==> src/rtl/core/mnv_pkg.sv <==
// Shared constants and types of the maximum-norm subset sum block.
// Used by the controller, the datapath and the top level.
package mnv_pkg;

   localparam int MAX_VECTORS_DEF = 1024;
   localparam int COORD_BITS_DEF  = 16;
   localparam int FIELD_BITS      = 16;
   localparam int OUT_BITS        = 52;
   localparam int OP_W            = 5;

   localparam logic [OP_W-1:0] OP_NOP    = 5'd0;
   localparam logic [OP_W-1:0] OP_LOAD   = 5'd1;
   localparam logic [OP_W-1:0] OP_SPASS  = 5'd2;
   localparam logic [OP_W-1:0] OP_SPEND  = 5'd3;
   localparam logic [OP_W-1:0] OP_RUNI   = 5'd4;
   localparam logic [OP_W-1:0] OP_MMUL   = 5'd5;
   localparam logic [OP_W-1:0] OP_MSTEP  = 5'd6;
   localparam logic [OP_W-1:0] OP_RUNN   = 5'd7;
   localparam logic [OP_W-1:0] OP_DINIT  = 5'd8;
   localparam logic [OP_W-1:0] OP_DMUL   = 5'd9;
   localparam logic [OP_W-1:0] OP_DACC   = 5'd10;
   localparam logic [OP_W-1:0] OP_DFLUSH = 5'd11;
   localparam logic [OP_W-1:0] OP_PINIT  = 5'd12;
   localparam logic [OP_W-1:0] OP_PACC   = 5'd13;
   localparam logic [OP_W-1:0] OP_WINIT  = 5'd14;
   localparam logic [OP_W-1:0] OP_WMAX   = 5'd15;
   localparam logic [OP_W-1:0] OP_WMUL   = 5'd16;
   localparam logic [OP_W-1:0] OP_WBRK   = 5'd17;
   localparam logic [OP_W-1:0] OP_WSQ    = 5'd18;
   localparam logic [OP_W-1:0] OP_WBEST  = 5'd19;
   localparam logic [OP_W-1:0] OP_CLEAR  = 5'd20;

   typedef struct packed {
      logic [OP_W-1:0] op;
   } cmd_type;

   typedef struct packed {
      logic empty;
      logic pass_done;
      logic run_done;
      logic elem_done;
      logic scan_done;
      logic pfx_done;
      logic sweep_done;
      logic win_break;
   } status_type;

endpackage

==> src/rtl/core/mnv_ctrl.sv <==
// Sequencer of the maximum-norm subset sum block: load, sort, merge,
// prefix and window sweep phases. Depends on mnv_pkg.
module mnv_ctrl (
   input  logic                clock,
   input  logic                reset,
   input  logic                start,
   input  logic                last,
   input  mnv_pkg::status_type status,
   output mnv_pkg::cmd_type    cmd,
   output logic                busy,
   output logic                rsp_valid
);

   localparam logic [4:0] S_IDLE   = 5'd0;
   localparam logic [4:0] S_SPASS  = 5'd1;
   localparam logic [4:0] S_RUN    = 5'd2;
   localparam logic [4:0] S_MRD    = 5'd3;
   localparam logic [4:0] S_MMUL   = 5'd4;
   localparam logic [4:0] S_MSTEP  = 5'd5;
   localparam logic [4:0] S_MNEXT  = 5'd6;
   localparam logic [4:0] S_DINIT  = 5'd7;
   localparam logic [4:0] S_DRD    = 5'd8;
   localparam logic [4:0] S_DMUL   = 5'd9;
   localparam logic [4:0] S_DACC   = 5'd10;
   localparam logic [4:0] S_DFLUSH = 5'd11;
   localparam logic [4:0] S_PINIT  = 5'd12;
   localparam logic [4:0] S_PRD    = 5'd13;
   localparam logic [4:0] S_PACC   = 5'd14;
   localparam logic [4:0] S_WINIT  = 5'd15;
   localparam logic [4:0] S_WST    = 5'd16;
   localparam logic [4:0] S_WRD    = 5'd17;
   localparam logic [4:0] S_WMUL   = 5'd18;
   localparam logic [4:0] S_WCHK   = 5'd19;
   localparam logic [4:0] S_WBEST  = 5'd20;
   localparam logic [4:0] S_OUT    = 5'd21;

   logic [4:0] state_ff;
   logic [4:0] state_in;

   always_comb begin
      state_in = state_ff;
      cmd.op   = mnv_pkg::OP_NOP;
      case (state_ff)
         S_IDLE: begin
            if (start) begin
               cmd.op = mnv_pkg::OP_LOAD;
               if (last) begin
                  state_in = S_SPASS;
               end
            end
         end
         S_SPASS: begin
            if (status.empty) begin
               state_in = S_OUT;
            end else if (status.pass_done) begin
               state_in = S_DINIT;
            end else begin
               cmd.op   = mnv_pkg::OP_SPASS;
               state_in = S_RUN;
            end
         end
         S_RUN: begin
            if (status.run_done) begin
               cmd.op   = mnv_pkg::OP_SPEND;
               state_in = S_SPASS;
            end else begin
               cmd.op   = mnv_pkg::OP_RUNI;
               state_in = S_MRD;
            end
         end
         S_MRD: state_in = S_MMUL;
         S_MMUL: begin
            cmd.op   = mnv_pkg::OP_MMUL;
            state_in = S_MSTEP;
         end
         S_MSTEP: begin
            cmd.op   = mnv_pkg::OP_MSTEP;
            state_in = S_MNEXT;
         end
         S_MNEXT: begin
            if (status.elem_done) begin
               cmd.op   = mnv_pkg::OP_RUNN;
               state_in = S_RUN;
            end else begin
               state_in = S_MRD;
            end
         end
         S_DINIT: begin
            cmd.op   = mnv_pkg::OP_DINIT;
            state_in = S_DRD;
         end
         S_DRD: state_in = status.scan_done ? S_DFLUSH : S_DMUL;
         S_DMUL: begin
            cmd.op   = mnv_pkg::OP_DMUL;
            state_in = S_DACC;
         end
         S_DACC: begin
            cmd.op   = mnv_pkg::OP_DACC;
            state_in = S_DRD;
         end
         S_DFLUSH: begin
            cmd.op   = mnv_pkg::OP_DFLUSH;
            state_in = S_PINIT;
         end
         S_PINIT: begin
            cmd.op   = mnv_pkg::OP_PINIT;
            state_in = S_PRD;
         end
         S_PRD: state_in = status.pfx_done ? S_WINIT : S_PACC;
         S_PACC: begin
            cmd.op   = mnv_pkg::OP_PACC;
            state_in = S_PRD;
         end
         S_WINIT: begin
            cmd.op   = mnv_pkg::OP_WINIT;
            state_in = S_WST;
         end
         S_WST: begin
            if (status.sweep_done) begin
               state_in = S_OUT;
            end else begin
               cmd.op   = mnv_pkg::OP_WMAX;
               state_in = S_WRD;
            end
         end
         S_WRD: state_in = S_WMUL;
         S_WMUL: begin
            cmd.op   = mnv_pkg::OP_WMUL;
            state_in = S_WCHK;
         end
         S_WCHK: begin
            if (status.win_break) begin
               cmd.op   = mnv_pkg::OP_WBRK;
               state_in = S_WST;
            end else begin
               cmd.op   = mnv_pkg::OP_WSQ;
               state_in = S_WBEST;
            end
         end
         S_WBEST: begin
            cmd.op   = mnv_pkg::OP_WBEST;
            state_in = S_WRD;
         end
         S_OUT: begin
            cmd.op   = mnv_pkg::OP_CLEAR;
            state_in = S_IDLE;
         end
         default: state_in = S_IDLE;
      endcase
   end

   always_ff @(posedge clock) begin
      if (reset) begin
         state_ff <= S_IDLE;
      end else begin
         state_ff <= state_in;
      end
   end

   assign busy      = (state_ff != S_IDLE);
   assign rsp_valid = (state_ff == S_OUT);

endmodule

==> config.mk <==
export PLATFORM = sky130hd
export DESIGN_NAME = mnv_ctrl
export DESIGN_NICKNAME = d
export VERILOG_FILES = /design/src/rtl/core/mnv_pkg.sv /design/src/rtl/core/mnv_ctrl.sv
export SDC_FILE = /design/constraint.sdc
export NUM_CORES = 1
export LEC_CHECK = 0
export BUFFER_PORTS_ARGS = -buffer_cell sky130_fd_sc_hd__clkbuf_2
export CORE_MARGIN = 8
export CORE_UTILIZATION = 40
export CTS_BUF_LIST = sky130_fd_sc_hd__clkbuf_4 sky130_fd_sc_hd__clkbuf_8
export CTS_CLUSTER_SIZE = 14
export DETAILED_ROUTE_END_ITERATION = 8
export PLACE_DENSITY_LB_ADDON = 0.08
export SLEW_MARGIN = 10
export SYNTH_ARGS = -nofsm -noshare
export SYNTH_HDL_FRONTEND = slang
export SYNTH_SLANG_ARGS = --single-unit
==> constraint.sdc <==
create_clock -name clock -period 2 [get_ports clock]
set_input_delay 0.6 -clock clock [delete_from_list [all_inputs] [get_ports clock]]
set_output_delay 0.6 -clock clock [all_outputs]
set_load 0.005 [all_outputs]
# Word-level counts from Yosys, hierarchy flattened
# Cells that the tools add are included.
[totals]
input_bits = 12
output_inout_bits = 7
wordCells = 48
ff_bits = 5
[classes]
n_reduce_logical = 5
mux = 19
n_eq_ne = 23
[ops]
columns = ["operator", "n"]
rows = [
  ["$pmux W5 S19", 1],
  ["$pmux W5 S18", 1],
  ["$eq A5 B4 Y1 const B", 8],
  ["$eq A5 B5 Y1 const B", 6],
  ["$eq A5 B3 Y1 const B", 4],
  ["$mux W3", 5],
  ["$mux W5", 3],
  ["$eq A5 B2 Y1 const B", 2],
  ["$mux W2", 5],
  ["$eq A5 B1 Y1 const B", 1],
  ["$logic_not A5 Y1", 1],
  ["$reduce_bool A5 Y1", 1],
  ["$mux W4", 1],
  ["$ne A2 B2 Y1 const B", 2],
  ["$reduce_or A2 Y1", 2],
  ["$mux W1", 3],
  ["$reduce_and A2 Y1", 1],
]

# Longest topological paths before layout
[logic_depth]
ltp_word = 3
depth_mapped = 6

# Worst setup path before layout
# Ideal clock, no wire load.
[synth_timing]
kind = "input port to output port"
startpoint = "input status[4] in the netlist's numbering"
endpoint = "output cmd[0] in the netlist's numbering"
t_required_ps = 1400
path_slack_ps = 154
arrival_time_ps = 1246
n_path_buf = 0
stages = 4
cell_sequence = "nand2_1 > a21boi_1 > o221a_1 > o32ai_2"
[synth_rtl]
columns = ["item", "line", "text"]
rows = [
  ["start, declared", "mnv_ctrl.sv:8", "input mnv_pkg::status_type status,"],
  ["end, declared", "mnv_ctrl.sv:9", "output mnv_pkg::cmd_type cmd,"],
]

==> qor.csv <==
stage,metric,value,unit
status,outcome,finished with violations,
status,violations,negative setup slack,
final_layout,fin_util,63.9,%
routing,antenna_left,0,
routing,num_vias,927,
final_layout,drive_gt1_share,49.0,%
yosys,yosysTopAreaCellShare,14.3,%
clock_network,cts-root-buf,clkbuf_4,
yosys,synth_top_cell_by_area,dfxtp_1,
pwr,peakVddDrop,0.391,mV
pwr,power.switching,138,µW
sta,timing.hold.ws,0.632,ns
clock_network,cts_tree,done,
pwr,pwr-share-comb,39.9,%
worst_setup_path,slowest_delay,0.38,ns
final_layout,fin_nets,156,
sta,finalCriticalPeriod,2.12,ns
sta,setup_violations,4,
routing,initialDrtViolationCount,36,
yosys,ys_ff_latch,5,
global_route,grt_pass1_wl,3730,µm
placement,pre_cts_slack,-0.153,ns
final_layout,reg_top3,state_ff: 5 flops,
floorplanning,die_w,57.8,µm
clock_network,clk_pin_slew,0.04,ns
final_layout,area_delta_synth_final,54.4,%
yosys,syn_avg_cell_area,6.79,µm²
worst_setup_path,crit_chain,"clkbuf_8, or3b_1, a21oi_2, o21ai_1, o311ai_1, buf_2",
clock_network,clk_latency,0.24,ns
routing,viasPerCell,5.79,
worst_setup_path,reg2reg_to,state_ff[1],
routing,route.detailed.drc,0,
job,drv_cap,0,
sta,max_freq,0.471,GHz
worst_setup_path,slowest_stage,or3b_1,
pwr,leakagePower,0.000454,µW
global_route,grtUsageTotal,13.7,%
floorplanning,core_area,1690,µm²
worst_hold_path,holdCritPathClass,flop to flop,
clock_network,numCtsBuffers,3,
worst_setup_path,worstPathRequired,1.40,ns
floorplanning,die_h,57.8,µm
final_layout,diodes,0,
worst_setup_path,ff2ff_setup_slack,0.49,ns
worst_setup_path,crit_fanout,3,
pwr,power_density,384,nW/µm²
global_route,grt_max_degree,16,
clock_network,h-tree-depth,1,
pwr,intPower,276,µW
floorplanning,start_util,41.4,%
floorplanning,io_pins,19,
worst_setup_path,cp-endpoint,cmd[2],
yosys,post_synth_main_area_contributors,"dfxtp_1 (14%), a21oi_1 (7.2%), o21ai_0 (6.4%)",
yosys,synth_warnings,0,
yosys,netlist_area,699,µm²
final_layout,top_register,state_ff,
clock_network,cts_num_sinks,5,
worst_setup_path,crit_path_end_kind,primary output,
sta,hold_viol,0,
routing,wl_per_cell,15.6,µm
sta,fin_ws,-0.124,ns
floorplanning,fp-row-count,15,
sta,fin_skew,0.00315,ns
clock_network,max-clock-path-buffers,2,
routing,drt_first_pass_iters,4,
global_route,grt_antenna_before_repair,0,
sta,slew_viol_final,0,
worst_setup_path,crit_start,status[5],
worst_setup_path,arrival,1.52,ns
pwr,swShare,33.4,%
placement,gp_congestion,0.806,
sta,rsz0062_at_grt,true,
sta,timing.final.crit_share,106,%
yosys,syn-num-nets,115,
global_route,first_global_vias,826,
worst_setup_path,worstSetupStartpointType,primary input,
pwr,p_clk_share,31.3,%
routing,routed_wl,2490,µm
sta,relSlewSlack,75.9,%
pwr,p_seq_share,28.8,%
placement,port_buffers,18,
sta,worstMarginPinSlew,0.352,ns
yosys,syn_inst,103,
worst_setup_path,worstRegToRegCells,4,
final_layout,largest_reg_flops,5,
worst_setup_path,critPathKind,primary input to primary output,
placement,dp_hpwl,1690,µm
global_route,overflow,0,
yosys,ys_seq_area_share,14.3,%
floorplanning,dieArea,3340,µm²
yosys,yosysUniqueCellTypes,42,
worst_setup_path,r2r-start,state_ff[0],
[cells in the final DEF, fill, tap and decap left out, types with 3 or more instances in the layout]
master     netlist  layout
a21oi_1         10       9
buf_4            2      25
buf_6            3       3
clkbuf_2         0      15
clkbuf_4         0       4
dfxtp_4          0       3
inv_1            3       3
nand2_1         10      10
nor2_1          11       9
o2111ai_1        3       3
o21ai_0          9       7
o21ai_1          1       3
[cells by family (layout without fill, tap and decap cells)]
family,count (synthesis),after routing,share of synthesized area (%)
xor+xnor,1,1,1.25
compound gates,36,36,34.2
mux,2,2,3.04
flops,5,5,14.3
buf+inv,14,54,12.5
simple gates,45,45,34.7
[routing by layer]
layer  global-route usage [%]  vias to the layer above  wire [µm]
met1                     17.1                      420       1060
met4                     1.05                        0          0
met3                     4.64                        0        232
li1                         -                      455          -
met2                     22.9                       52       1200
met5                        0                        -          0
[worst min-delay path by stage]
stage | slack (ns) | cells after the start | to | startpoint
2_1_floorplan | 0.61 | 3 | state_ff[4] | state_ff[3]
3_3_place_gp | 0.62 | 2 | state_ff[3] | state_ff[4]
3_5_place_dp | 0.62 | 2 | state_ff[3] | state_ff[4]
4_1_cts | 0.61 | 2 | state_ff[3] | state_ff[4]
5_1_grt | 0.65 | 2 | state_ff[3] | state_ff[4]
6_report | 0.63 | 2 | state_ff[3] | state_ff[4]
[per-stage QoR]
stage          total power (µW)  cells  TNS (ns)  area, µm²
6_report                    415    160    -0.336       1080
5_1_grt                     443    160    -0.644       1080
4_1_cts                     399    150    -0.419        940
3_5_place_dp                259    144    -0.354        858
3_3_place_gp                258    144    -0.330        858
2_1_floorplan               209    103         0        699
[area by class of cell]
class	count	area, µm²
Timing Repair Buffer	46	320
Sequential cell	5	114
Clock buffer	4	30.0
Fill cell	159	609
Tap cell	17	21.3
Inverter	4	15.0
Multi-Input combinational cell	84	579
[Yosys cell counts, drive strengths merged]
| cell type | n |
|---|---|
| mux2 | 1 |
| inv | 4 |
| a32oi | 1 |
| o221a | 1 |
| o21a | 2 |
| nand3 | 1 |
| nand4 | 2 |
| nor2b | 4 |
| o31ai | 2 |
| or2 | 1 |
| and2 | 1 |
| nor2 | 11 |
| o32ai | 1 |
| or3b | 1 |
| a31oi | 2 |
| or4 | 1 |
| and3 | 2 |
| dfxtp | 5 |
| o2bb2ai | 1 |
| clkbuf | 1 |
| nand3b | 2 |
| o311ai | 1 |
| and2b | 1 |
| o21ai | 10 |
| mux2i | 1 |
| nor3 | 1 |
| o2111ai | 3 |
| nor4b | 1 |
| buf | 9 |
| nand4bb | 1 |
| nand2b | 3 |
| a2111oi | 1 |
| a21oi | 10 |
| a21boi | 1 |
| nor3b | 1 |
| nor4 | 1 |
| nand2 | 10 |
| xnor2 | 1 |
[power groups by stage]
stage	registers [µW]	logic (µW)	clock network, µW
2_1_floorplan	109	99.3	0
3_3_place_gp	122	137	0
3_5_place_dp	122	136	0
4_1_cts	120	144	135
5_1_grt	121	181	142
6_report	119	165	130
[critical path, delay by kind of cell]
kind / cells / cell delay [ns]
buffers and inverters: 2 / 0.27
AND/OR/NAND/NOR: 1 / 0.38
AO/OA/AOI/OAI: 3 / 0.26
[repair_timing]
item,in CTS,in global routing
gates resized for setup,13,20
cloned,0,0
pin swaps,2,4
hold buffers,0,0
setup endpoints to repair,4,5
setup buffers,2,11
Power figures use the tool's default switching activity.
